### config.mk
export PLATFORM = sky130hd
export DESIGN_NAME = qoi_rgb_frame_decoder
export DESIGN_NICKNAME = d
export VERILOG_FILES = /design/src/design/qoi_pkg.sv /design/src/design/qoi_rgb_frame_decoder.sv /design/src/design/qoi_ram.sv /design/src/design/qoi_dp.sv /design/src/design/qoi_ctrl.sv
export SDC_FILE = /design/constraint.sdc
export NUM_CORES = 2
export LEC_CHECK = 0
export BUFFER_PORTS_ARGS = -buffer_cell sky130_fd_sc_hd__buf_2
export CAP_MARGIN = 30
export CORE_UTILIZATION = 32
export DETAILED_ROUTE_END_ITERATION = 10
export SLEW_MARGIN = 20
export SYNTH_ARGS = -nofsm -noshare
export SYNTH_HDL_FRONTEND = slang
export SYNTH_SLANG_ARGS = --single-unit
### constraint.sdc
create_clock -name clk -period 23.2 [get_ports clk]
set_input_delay 0 -clock clk [delete_from_list [all_inputs] [get_ports clk]]
set_output_delay 0 -clock clk [all_outputs]
set_load 0.02 [all_outputs]
### src/design/qoi_pkg.sv
`timescale 1ns / 1ps
`default_nettype none
// ----------------------------------------------------------------------------
// QOI frame decoder package
// Shared types, codes and a helper function of the frame decoder.
// ----------------------------------------------------------------------------
package qoi_pkg;

    localparam int MAX_WIDTH  = 4096;
    localparam int MAX_HEIGHT = 4096;
    localparam int SEEN_DEPTH = 64;

    localparam logic [4:0] POS_BODY = 5'd26;
    localparam logic [4:0] POS_DONE = 5'd27;
    localparam logic [4:0] POS_BAD  = 5'd31;

    localparam logic [7:0] OP_RGB = 8'hFE;

    localparam logic [1:0] KIND_WRITE  = 2'd0;
    localparam logic [1:0] KIND_SUB    = 2'd1;
    localparam logic [1:0] KIND_STATUS = 2'd2;

    localparam logic [1:0] ERR_NONE  = 2'd0;
    localparam logic [1:0] ERR_SHORT = 2'd1;
    localparam logic [1:0] ERR_HDR   = 2'd2;

    localparam logic [1:0] CLS_PLAIN = 2'd0;
    localparam logic [1:0] CLS_SETUP = 2'd1;
    localparam logic [1:0] CLS_INDEX = 2'd2;
    localparam logic [1:0] CLS_RUN   = 2'd3;

    typedef struct packed {
        logic accept;
        logic setup;
        logic idx_emit;
        logic run_emit;
    } cmd_t;

    typedef struct packed {
        logic [1:0] cls;
        logic       run_last;
        logic       out_free;
    } stat_t;

    function automatic logic [5:0] colour_hash(input logic [23:0] c);
        logic [5:0] r;
        logic [5:0] g;
        logic [5:0] b;
        r = c[21:16];
        g = c[13:8];
        b = c[5:0];
        return 6'(r * 6'd3 + g * 6'd5 + b * 6'd7 + 6'd53);
    endfunction

endpackage
`default_nettype wire

### src/design/qoi_rgb_frame_decoder.sv
`timescale 1ns / 1ps
`default_nettype none
// ----------------------------------------------------------------------------
// QOI RGB frame decoder
// Byte-serial header parser and QOI-style RGB op decoder with flipped rows.
// ----------------------------------------------------------------------------
// Channel  Direction  Handshake             Payload
// in       input      in_valid / in_ready   data_byte, frame_last
// out      output     out_valid / out_ready pixel_address, blue, green, red,
//                                           kind, frame_end, error_code,
//                                           last_of_item
//
// An index op emits its pixel from the S_IDX state, after the registered table read.
// A run op gives one pixel beat per cycle while the output register is free, up to 64 pixels.
// The byte that completes the header is followed by the S_SETUP state for the
// row address multiply. Reset clears all frame state and the color table valid bits.
// A stalled output register holds the input off until it drains.
// ----------------------------------------------------------------------------
module qoi_rgb_frame_decoder (
    input  wire logic        clk,
    input  wire logic        rst_n,
    input  wire logic        in_valid,
    output logic             in_ready,
    input  wire logic [7:0]  data_byte,
    input  wire logic        frame_last,
    output logic             out_valid,
    input  wire logic        out_ready,
    output logic [23:0]      pixel_address,
    output logic [7:0]       blue,
    output logic [7:0]       green,
    output logic [7:0]       red,
    output logic [1:0]       kind,
    output logic             frame_end,
    output logic [1:0]       error_code,
    output logic             last_of_item
);
    import qoi_pkg::*;

    cmd_t  cmd;
    stat_t stat;

    qoi_ctrl u_ctrl (
        .clk      (clk),
        .rst_n    (rst_n),
        .in_valid (in_valid),
        .in_ready (in_ready),
        .stat     (stat),
        .cmd      (cmd)
    );

    qoi_dp u_dp (
        .clk           (clk),
        .rst_n         (rst_n),
        .cmd           (cmd),
        .stat          (stat),
        .data_byte     (data_byte),
        .frame_last    (frame_last),
        .out_ready     (out_ready),
        .out_valid     (out_valid),
        .pixel_address (pixel_address),
        .blue          (blue),
        .green         (green),
        .red           (red),
        .kind          (kind),
        .frame_end     (frame_end),
        .error_code    (error_code),
        .last_of_item  (last_of_item)
    );

endmodule
`default_nettype wire

### src/design/qoi_ram.sv
`timescale 1ns / 1ps
`default_nettype none
// ----------------------------------------------------------------------------
// Generic RAM
// One write port and one read port with registered read data.
// ----------------------------------------------------------------------------
module qoi_ram #(
    parameter int WIDTH = 24,
    parameter int DEPTH = 64
) (
    input  wire logic                     clk,
    input  wire logic                     we,
    input  wire logic [$clog2(DEPTH)-1:0] waddr,
    input  wire logic [WIDTH-1:0]         wdata,
    input  wire logic                     re,
    input  wire logic [$clog2(DEPTH)-1:0] raddr,
    output logic      [WIDTH-1:0]         rdata
);

    logic [WIDTH-1:0] mem [DEPTH];

    always_ff @(posedge clk)
    begin
        if (we)
        begin
            mem[waddr] <= wdata;
        end
        if (re)
        begin
            rdata <= mem[raddr];
        end
    end

endmodule
`default_nettype wire

### src/design/qoi_dp.sv
`timescale 1ns / 1ps
`default_nettype none
// ----------------------------------------------------------------------------
// QOI frame decoder datapath
// Header parsing, op decoding, cursor and address tracking, output register.
// ----------------------------------------------------------------------------
module qoi_dp (
    input  wire logic          clk,
    input  wire logic          rst_n,
    input  wire qoi_pkg::cmd_t cmd,
    output qoi_pkg::stat_t     stat,
    input  wire logic [7:0]    data_byte,
    input  wire logic          frame_last,
    input  wire logic          out_ready,
    output logic               out_valid,
    output logic [23:0]        pixel_address,
    output logic [7:0]         blue,
    output logic [7:0]         green,
    output logic [7:0]         red,
    output logic [1:0]         kind,
    output logic               frame_end,
    output logic [1:0]         error_code,
    output logic               last_of_item
);
    import qoi_pkg::*;

    logic [4:0]  pos_reg, pos_next;
    logic [1:0]  mode_reg, mode_next;
    logic [12:0] fw_reg, fw_next, fh_reg, fh_next;
    logic [11:0] rb_reg [4];
    logic [11:0] rb_next [4];
    logic [11:0] cx_reg, cx_next, cy_reg, cy_next;
    logic [23:0] prev_reg, prev_next;
    logic [6:0]  run_reg, run_next;
    logic [63:0] vld_reg, vld_next;
    logic [7:0]  op_reg, op_next;
    logic [1:0]  pb_reg, pb_next;
    logic [15:0] part_reg, part_next;
    logic [31:0] acc_reg, acc_next;
    logic [23:0] row_reg, row_next;
    logic        hold_reg, hold_next;
    logic        ivld_reg, ivld_next;
    logic        ov_reg, ov_next;
    logic [23:0] oa_reg, oa_next;
    logic [23:0] oc_reg, oc_next;
    logic [1:0]  ok_reg, ok_next;
    logic        oe_reg, oe_next;
    logic [1:0]  oerr_reg, oerr_next;
    logic        ol_reg, ol_next;

    logic        emit, settle, end_frame, begin_body, at_end, fin, item_last;
    logic        run_last;
    logic [23:0] colour;
    logic [31:0] acc_sh;
    logic [11:0] nb [4];
    logic [7:0]  r8, g8, b8, vg;
    logic [1:0]  cls;
    logic [1:0]  k;
    logic [12:0] lim, hm;
    logic [25:0] prod;
    logic        we, re;
    logic [5:0]  waddr;
    logic [23:0] wdata, rdata;

    qoi_ram #(.WIDTH(24), .DEPTH(SEEN_DEPTH)) u_seen (
        .clk   (clk),
        .we    (we),
        .waddr (waddr),
        .wdata (wdata),
        .re    (re),
        .raddr (data_byte[5:0]),
        .rdata (rdata)
    );

    assign at_end   = cx_reg >= rb_reg[2];
    assign fin      = at_end && (cy_reg >= rb_reg[3]);
    assign run_last = (run_reg == 7'd1) || fin;
    assign hm       = fh_reg - 13'd1 - {1'b0, cy_reg};
    assign prod     = hm * fw_reg;

    always_comb
    begin
        pos_next  = pos_reg;
        mode_next = mode_reg;
        fw_next   = fw_reg;
        fh_next   = fh_reg;
        for (int i = 0; i < 4; i++)
        begin
            rb_next[i] = rb_reg[i];
            nb[i]      = rb_reg[i];
        end
        cx_next   = cx_reg;
        cy_next   = cy_reg;
        prev_next = prev_reg;
        run_next  = run_reg;
        vld_next  = vld_reg;
        op_next   = op_reg;
        pb_next   = pb_reg;
        part_next = part_reg;
        acc_next  = acc_reg;
        row_next  = row_reg;
        hold_next = hold_reg;
        ivld_next = ivld_reg;
        emit      = 1'b0;
        settle    = 1'b0;
        end_frame = 1'b0;
        item_last = 1'b1;
        begin_body = 1'b0;
        colour    = 24'd0;
        cls       = CLS_PLAIN;
        we        = 1'b0;
        re        = 1'b0;
        waddr     = 6'd0;
        wdata     = 24'd0;
        acc_sh    = {acc_reg[23:0], data_byte};
        k         = 2'(pos_reg[4:2] - 3'd3);
        lim       = k[0] ? fh_reg : fw_reg;
        r8        = prev_reg[23:16];
        g8        = prev_reg[15:8];
        b8        = prev_reg[7:0];
        vg        = {2'b00, op_reg[5:0]} - 8'd32;

        if (pos_reg < POS_BODY)
        begin
            if (pos_reg == 5'd0)
            begin
                if (cmd.accept)
                begin
                    mode_next = data_byte[1:0];
                    acc_next  = 32'd0;
                    pos_next  = 5'd1;
                end
            end
            else
            begin
                if (cmd.accept)
                begin
                    acc_next = acc_sh;
                    pos_next = pos_reg + 5'd1;
                end
                if (pos_reg == 5'd4)
                begin
                    if (cmd.accept)
                    begin
                        fw_next = (acc_sh > 32'd8191) ? 13'd8191 : acc_sh[12:0];
                        if (acc_sh == 32'd0 || acc_sh > 32'(MAX_WIDTH))
                        begin
                            pos_next = POS_BAD;
                        end
                    end
                end
                else if (pos_reg == 5'd8)
                begin
                    if (cmd.accept)
                    begin
                        fh_next = (acc_sh > 32'd8191) ? 13'd8191 : acc_sh[12:0];
                    end
                    if (acc_sh == 32'd0 || acc_sh > 32'(MAX_HEIGHT))
                    begin
                        if (cmd.accept)
                        begin
                            pos_next = POS_BAD;
                        end
                    end
                    else if (mode_reg != 2'd1)
                    begin
                        begin_body = 1'b1;
                        nb[0] = 12'd0;
                        nb[1] = 12'd0;
                        nb[2] = 12'(fw_reg - 13'd1);
                        nb[3] = 12'(acc_sh[12:0] - 13'd1);
                    end
                end
                else if (pos_reg >= 5'd12 && pos_reg <= 5'd24 && pos_reg[1:0] == 2'd0)
                begin
                    if (acc_sh >= {19'd0, lim})
                    begin
                        if (cmd.accept)
                        begin
                            pos_next = POS_BAD;
                        end
                    end
                    else
                    begin
                        nb[k] = acc_sh[11:0];
                        if (cmd.accept)
                        begin
                            rb_next[k] = acc_sh[11:0];
                        end
                        if (pos_reg == 5'd24)
                        begin
                            begin_body = 1'b1;
                        end
                    end
                end
                if (cmd.accept && pos_reg[1:0] == 2'd0)
                begin
                    acc_next = 32'd0;
                end
            end
            if (begin_body)
            begin
                cls = CLS_SETUP;
                if (cmd.accept)
                begin
                    for (int i = 0; i < 4; i++)
                    begin
                        rb_next[i] = nb[i];
                    end
                    cx_next   = nb[0];
                    cy_next   = nb[1];
                    vld_next  = '0;
                    prev_next = 24'd0;
                    run_next  = 7'd0;
                    op_next   = 8'd0;
                    pb_next   = 2'd0;
                    part_next = 16'd0;
                    pos_next  = (nb[0] > nb[2] || nb[1] > nb[3]) ? POS_DONE : POS_BODY;
                end
            end
            end_frame = cmd.accept && frame_last;
        end
        else if (pos_reg == POS_BODY && cmd.accept)
        begin
            end_frame = frame_last;
            if (mode_reg == 2'd3)
            begin
                case (pb_reg)
                    2'd0:
                    begin
                        part_next = {data_byte, 8'd0};
                        pb_next   = 2'd1;
                    end
                    2'd1:
                    begin
                        part_next = {part_reg[15:8], data_byte};
                        pb_next   = 2'd2;
                    end
                    default:
                    begin
                        pb_next = 2'd0;
                        emit    = 1'b1;
                        colour  = {part_reg, data_byte};
                    end
                endcase
            end
            else if (pb_reg != 2'd0)
            begin
                if (op_reg == OP_RGB)
                begin
                    case (pb_reg)
                        2'd3:
                        begin
                            part_next = {data_byte, 8'd0};
                            pb_next   = 2'd2;
                        end
                        2'd2:
                        begin
                            part_next = {part_reg[15:8], data_byte};
                            pb_next   = 2'd1;
                        end
                        default:
                        begin
                            pb_next = 2'd0;
                            settle  = 1'b1;
                            colour  = {part_reg, data_byte};
                        end
                    endcase
                end
                else
                begin
                    pb_next = 2'd0;
                    settle  = 1'b1;
                    colour  = {r8 + vg - 8'd8 + {4'd0, data_byte[7:4]},
                               g8 + vg,
                               b8 + vg - 8'd8 + {4'd0, data_byte[3:0]}};
                end
            end
            else if (data_byte == OP_RGB)
            begin
                op_next = data_byte;
                pb_next = 2'd3;
            end
            else
            begin
                case (data_byte[7:6])
                    2'b00:
                    begin
                        re        = 1'b1;
                        ivld_next = vld_reg[data_byte[5:0]];
                        hold_next = frame_last;
                        end_frame = 1'b0;
                    end
                    2'b01:
                    begin
                        settle = 1'b1;
                        colour = {r8 + {6'd0, data_byte[5:4]} - 8'd2,
                                  g8 + {6'd0, data_byte[3:2]} - 8'd2,
                                  b8 + {6'd0, data_byte[1:0]} - 8'd2};
                    end
                    2'b10:
                    begin
                        op_next = data_byte;
                        pb_next = 2'd1;
                    end
                    default:
                    begin
                        we        = 1'b1;
                        waddr     = colour_hash(prev_reg);
                        wdata     = prev_reg;
                        vld_next[waddr] = 1'b1;
                        run_next  = {1'b0, data_byte[5:0]} + 7'd1;
                        hold_next = frame_last;
                        end_frame = 1'b0;
                    end
                endcase
            end
        end
        else if (cmd.accept)
        begin
            end_frame = frame_last;
        end

        if (pos_reg == POS_BODY && mode_reg != 2'd3 && pb_reg == 2'd0
            && data_byte != OP_RGB)
        begin
            if (data_byte[7:6] == 2'b00)
            begin
                cls = CLS_INDEX;
            end
            else if (data_byte[7:6] == 2'b11)
            begin
                cls = CLS_RUN;
            end
        end

        if (cmd.setup)
        begin
            row_next = prod[23:0];
        end

        if (cmd.idx_emit)
        begin
            settle    = 1'b1;
            colour    = ivld_reg ? rdata : 24'd0;
            end_frame = hold_reg;
        end

        if (cmd.run_emit)
        begin
            emit      = 1'b1;
            colour    = prev_reg;
            run_next  = run_reg - 7'd1;
            item_last = run_last;
            end_frame = hold_reg && run_last;
        end

        if (settle)
        begin
            emit      = 1'b1;
            prev_next = colour;
            we        = 1'b1;
            waddr     = colour_hash(colour);
            wdata     = colour;
            vld_next[waddr] = 1'b1;
        end

        if (emit)
        begin
            if (at_end)
            begin
                cx_next = rb_reg[0];
                if (fin)
                begin
                    pos_next = POS_DONE;
                end
                else
                begin
                    cy_next  = cy_reg + 12'd1;
                    row_next = row_reg - {11'd0, fw_reg};
                end
            end
            else
            begin
                cx_next = cx_reg + 12'd1;
            end
        end

        ov_next   = ov_reg && !out_ready;
        oa_next   = oa_reg;
        oc_next   = oc_reg;
        ok_next   = ok_reg;
        oe_next   = oe_reg;
        oerr_next = oerr_reg;
        ol_next   = ol_reg;
        if (emit || end_frame)
        begin
            ov_next   = 1'b1;
            oa_next   = emit ? row_reg + {12'd0, cx_reg} : 24'd0;
            oc_next   = emit ? colour : 24'd0;
            ok_next   = !emit ? KIND_STATUS : ((mode_reg == 2'd2) ? KIND_SUB : KIND_WRITE);
            oe_next   = end_frame;
            oerr_next = ERR_NONE;
            ol_next   = item_last;
            if (end_frame)
            begin
                if (pos_next == POS_BAD)
                begin
                    oerr_next = ERR_HDR;
                end
                else if (pos_next != POS_DONE)
                begin
                    oerr_next = ERR_SHORT;
                end
                pos_next  = 5'd0;
                pb_next   = 2'd0;
                op_next   = 8'd0;
                part_next = 16'd0;
                run_next  = 7'd0;
                acc_next  = 32'd0;
            end
        end

        stat.cls      = cls;
        stat.run_last = run_last;
        stat.out_free = !ov_reg || out_ready;
    end

    always_ff @(posedge clk or negedge rst_n)
    begin
        if (!rst_n)
        begin
            pos_reg  <= 5'd0;
            mode_reg <= 2'd0;
            fw_reg   <= 13'd0;
            fh_reg   <= 13'd0;
            for (int i = 0; i < 4; i++)
            begin
                rb_reg[i] <= 12'd0;
            end
            cx_reg   <= 12'd0;
            cy_reg   <= 12'd0;
            prev_reg <= 24'd0;
            run_reg  <= 7'd0;
            vld_reg  <= '0;
            op_reg   <= 8'd0;
            pb_reg   <= 2'd0;
            part_reg <= 16'd0;
            acc_reg  <= 32'd0;
            row_reg  <= 24'd0;
            hold_reg <= 1'b0;
            ivld_reg <= 1'b0;
            ov_reg   <= 1'b0;
        end
        else
        begin
            pos_reg  <= pos_next;
            mode_reg <= mode_next;
            fw_reg   <= fw_next;
            fh_reg   <= fh_next;
            for (int i = 0; i < 4; i++)
            begin
                rb_reg[i] <= rb_next[i];
            end
            cx_reg   <= cx_next;
            cy_reg   <= cy_next;
            prev_reg <= prev_next;
            run_reg  <= run_next;
            vld_reg  <= vld_next;
            op_reg   <= op_next;
            pb_reg   <= pb_next;
            part_reg <= part_next;
            acc_reg  <= acc_next;
            row_reg  <= row_next;
            hold_reg <= hold_next;
            ivld_reg <= ivld_next;
            ov_reg   <= ov_next;
        end
    end

    always_ff @(posedge clk)
    begin
        oa_reg   <= oa_next;
        oc_reg   <= oc_next;
        ok_reg   <= ok_next;
        oe_reg   <= oe_next;
        oerr_reg <= oerr_next;
        ol_reg   <= ol_next;
    end

    assign out_valid     = ov_reg;
    assign pixel_address = oa_reg;
    assign red           = oc_reg[23:16];
    assign green         = oc_reg[15:8];
    assign blue          = oc_reg[7:0];
    assign kind          = ok_reg;
    assign frame_end     = oe_reg;
    assign error_code    = oerr_reg;
    assign last_of_item  = ol_reg;

endmodule
`default_nettype wire

### src/design/qoi_ctrl.sv
`timescale 1ns / 1ps
`default_nettype none
// ----------------------------------------------------------------------------
// QOI frame decoder controller
// Sequences byte intake, address setup, index lookups and run output.
// ----------------------------------------------------------------------------
module qoi_ctrl (
    input  wire logic           clk,
    input  wire logic           rst_n,
    input  wire logic           in_valid,
    output logic                in_ready,
    input  wire qoi_pkg::stat_t stat,
    output qoi_pkg::cmd_t       cmd
);
    import qoi_pkg::*;

    localparam logic [1:0] S_IDLE  = 2'd0;
    localparam logic [1:0] S_SETUP = 2'd1;
    localparam logic [1:0] S_IDX   = 2'd2;
    localparam logic [1:0] S_RUN   = 2'd3;

    logic [1:0] state_reg, state_next;

    always_comb
    begin
        state_next = state_reg;
        cmd        = '0;
        in_ready   = 1'b0;
        case (state_reg)
            S_IDLE:
            begin
                in_ready   = stat.out_free;
                cmd.accept = in_valid && stat.out_free;
                if (cmd.accept)
                begin
                    case (stat.cls)
                        CLS_SETUP: state_next = S_SETUP;
                        CLS_INDEX: state_next = S_IDX;
                        CLS_RUN:   state_next = S_RUN;
                        default:   state_next = S_IDLE;
                    endcase
                end
            end
            S_SETUP:
            begin
                cmd.setup  = 1'b1;
                state_next = S_IDLE;
            end
            S_IDX:
            begin
                if (stat.out_free)
                begin
                    cmd.idx_emit = 1'b1;
                    state_next   = S_IDLE;
                end
            end
            default:
            begin
                if (stat.out_free)
                begin
                    cmd.run_emit = 1'b1;
                    if (stat.run_last)
                    begin
                        state_next = S_IDLE;
                    end
                end
            end
        endcase
    end

    always_ff @(posedge clk or negedge rst_n)
    begin
        if (!rst_n)
        begin
            state_reg <= S_IDLE;
        end
        else
        begin
            state_reg <= state_next;
        end
    end

    a_busy_no_ready: assert property (@(posedge clk) disable iff (!rst_n)
        state_reg != S_IDLE |-> !in_ready)
        else $error("input ready while busy");

    a_setup_one: assert property (@(posedge clk) disable iff (!rst_n)
        state_reg == S_SETUP |=> state_reg == S_IDLE)
        else $error("setup longer than one cycle");

    a_emit_free: assert property (@(posedge clk) disable iff (!rst_n)
        (cmd.idx_emit || cmd.run_emit) |-> stat.out_free)
        else $error("emit into a full output register");

    a_index_wait: assert property (@(posedge clk) disable iff (!rst_n)
        (cmd.accept && stat.cls == CLS_INDEX) |=> state_reg == S_IDX)
        else $error("index lookup not started");

endmodule
`default_nettype wire
==> metrics <==
Power Density approximately 130 nW/um^2; Post-Syn Nets approximately 6300; Setup violations, final 0; number of max-cap violations 0; commonest non-fill, non-tap cell in the layout edfxtp_1; layout cell share with drive strength beyond 1 18.7%; CTS tree yes; Mapped Cells roughly 5900; final core utilization 36.4%; Crit. End Element flop; Critical Path Start u_dp.prev_reg[2]; cts repair resizes 0; final HPWL from detailed placement 167000 um; Max IR drop VDD around 0.52 mV; Core Box Area 280000 um^2; mean post-synth cell area between 15 and 20 um^2; slowest stage delay, CP just over 800 ps; Final Net Count about 6400; Post-CTS Setup Inserts 0; post-synth top area cell edfxtp_1; Clock Latency Late Sink ~870 ps; Routed WL 259000 um; relative max-transition margin between 20% and 30%; clock-pin slew on the worst setup and hold paths about 60 ps; YS warnings 0; Hold Path End u_dp.part_reg[10]; root buf cell clkbuf_16; port buffer count between 60 and 70; failing checks design-rule violations; vias in the first global route approximately 52000; RSZ-0062 raised after global routing false; CP top delay family adder cells; Pre-antenna DRT Iters 8; Vias/cell between 5 and 6; Die W roughly 530 um; Largest register FFs ~1500; Clock Path Buffers 4; Initial Util ~32%; row count around 190; Least-Margin Pin Slew 1110 ps; r2r setup slk 13720 ps; number of synthesized flops with an enable pin roughly 1600; Worst Hold Slack between 70 and 80 ps; share of flip-flops with an asynchronous set or reset 14.7%; drc violations 33; setup total negative slack 0 ps; min cycle time layout 9480 ps; Synth Cell Area ~90000 um^2; period utilisation layout 40.9%; Worst Skew ~86 ps; initial antenna violation count 10; Critical Path RT ~24000 ps; first-pass GRT wire length approximately 380000 um; total design power approximately 14000 uW; status finished with violations; fillers between 20000 and 30000; Storage cell area roughly 55000 um^2; count of final hold-check violations 0; hold depth 3; TritonCTS buffer count ~190; distinct cell type count of the synthesized netlist roughly 110; routability cong. 0.896; synthesized flop and latch total 1893; GRT Total Usage between 10% and 20%; CP most frequent cell fa_1; CP max FO 24; P&R area growth vs syn 13.2%; r2r endpoint u_dp.u_seen.mem[9][21]; min-delay src data_byte[2]; maximum number of pins on one net before global-route repair 115; Routed Antenna Nets 0; drt wl/cell approximately 26 um; most common flop cell mapped by yosys edfxtp_1; register area share after synthesis 61.6%; Yosys top cell area share 53.9%; Worst Hold Class input pin to flop; Die H ~530 um; top post-synthesis cells by area edfxtp_1, mux4_2, dfrtp_1, fa_1, ha_1; RR Startpoint u_dp.prev_reg[2]; commonest cells after routing, fill and taps aside edfxtp_1, mux4_2, nand2_1; Leak roughly 0.031 uW; initial DRC count 6590; pre-CTS setup slack 13600 ps; Final Max Slew Viols 0; H-tree depth 4; clk sink count between 1500 and 2000; Critical Path AT between 9000 and 10000 ps; crit path kind flop to flop; Worst Path Buf+Inv 4; die area roughly 280000 um^2; Ports a little under 70; Final Worst Setup Slack 13720 ps; cell depth of the worst flop-to-flop path 25; area of the multi-input gates between 30000 and 40000 um^2; Slowest-stage cell, CP xnor2_4; crit start category flop; Overflow after GRT 0; Max Fclk 105 MHz; DR vias ~53000
## layout make-up
type	count	area share, %
diodes	4	0.00983
clock buffers	256	5.01
clock inverters	89	0.782
inverters	366	1.35
multi-input cells	3278	32.1
flip-flops and latches	1893	54.4
well taps	3724	4.57
repair buffers	206	1.70
## worst max path at each step
| stage | slack, ps | end | cells after the start |
|---|---|---|---|
| 5_1_grt | 13290 | u_dp.u_seen.mem[8][20] | 25 |
| 3_3_place_gp | 13610 | u_dp.u_seen.mem[25][21] | 26 |
| 6_report | 13720 | u_dp.u_seen.mem[9][21] | 25 |
| 2_1_floorplan | 14470 | u_dp.u_seen.mem[32][0] | 30 |
| 3_5_place_dp | 13600 | u_dp.u_seen.mem[28][5] | 26 |
| 4_1_cts | 13750 | u_dp.u_seen.mem[25][5] | 25 |
## routing by layer
layer	part of all wire (%)	global-route usage (%)	up-vias
met5	0	0	-
met4	3.6	5.97	0
met3	8.3	3.03	387
met2	46	27.7	2434
met1	43	25.7	27900
li1	-	-	22600
## cells in the mapped netlist, drive strengths merged (24+ instances only)
| cell type | count |
|---|---|
| mux2i | 42 |
| fa | 173 |
| and2 | 84 |
| xnor2 | 106 |
| xor2 | 34 |
| nor3b | 28 |
| a221oi | 25 |
| clkbuf | 243 |
| nand2 | 393 |
| nand3 | 75 |
| a21o | 55 |
| nand2b | 27 |
| nor2 | 354 |
| nor2b | 25 |
| a21oi | 265 |
| or3 | 26 |
| a211oi | 29 |
| nand4 | 24 |
| a22oi | 49 |
| dfrtp | 279 |
| inv | 364 |
| nor3 | 82 |
| and3 | 33 |
| buf | 79 |
| mux4 | 525 |
| o22ai | 31 |
| ha | 263 |
| o21ai | 263 |
| edfxtp | 1614 |
| o211ai | 32 |
## logic make-up after synthesis
group | share of synthesized area (%)
flops | 61.6
fa+ha+maj | 7.50
xor+xnor | 1.47
compound gates | 6.58
simple gates | 6.24
mux | 13.7
buf+inv | 2.93
## where the power goes
part           total (uW)  switching (uW)  internal, uW
logic                6600            3930          2660
registers            3920             172          3740
clock network        2990            1320          1670
## through the flow
stage	std cells	area, um^2
after floorplan	5859	90000
after global placement	9430	95400
after detailed placement	9439	95500
after CTS	9797	102000
after global routing	9812	102000
final	9816	102000
## timing repair
| item | CTS | global route |
|---|---|---|
| hold buffers | 13 | 0 |
| endpoints found under the hold margin | 141 | 0 |
| setup endpoints to repair | 0 | 0 |
## tightest hold or removal path, delay by kind of cell
kind          cells  cell delay, ps
simple gates      1              60
mux               1             310
buf+inv           1             420
Note: power is estimated with default switching activity, not from simulation.
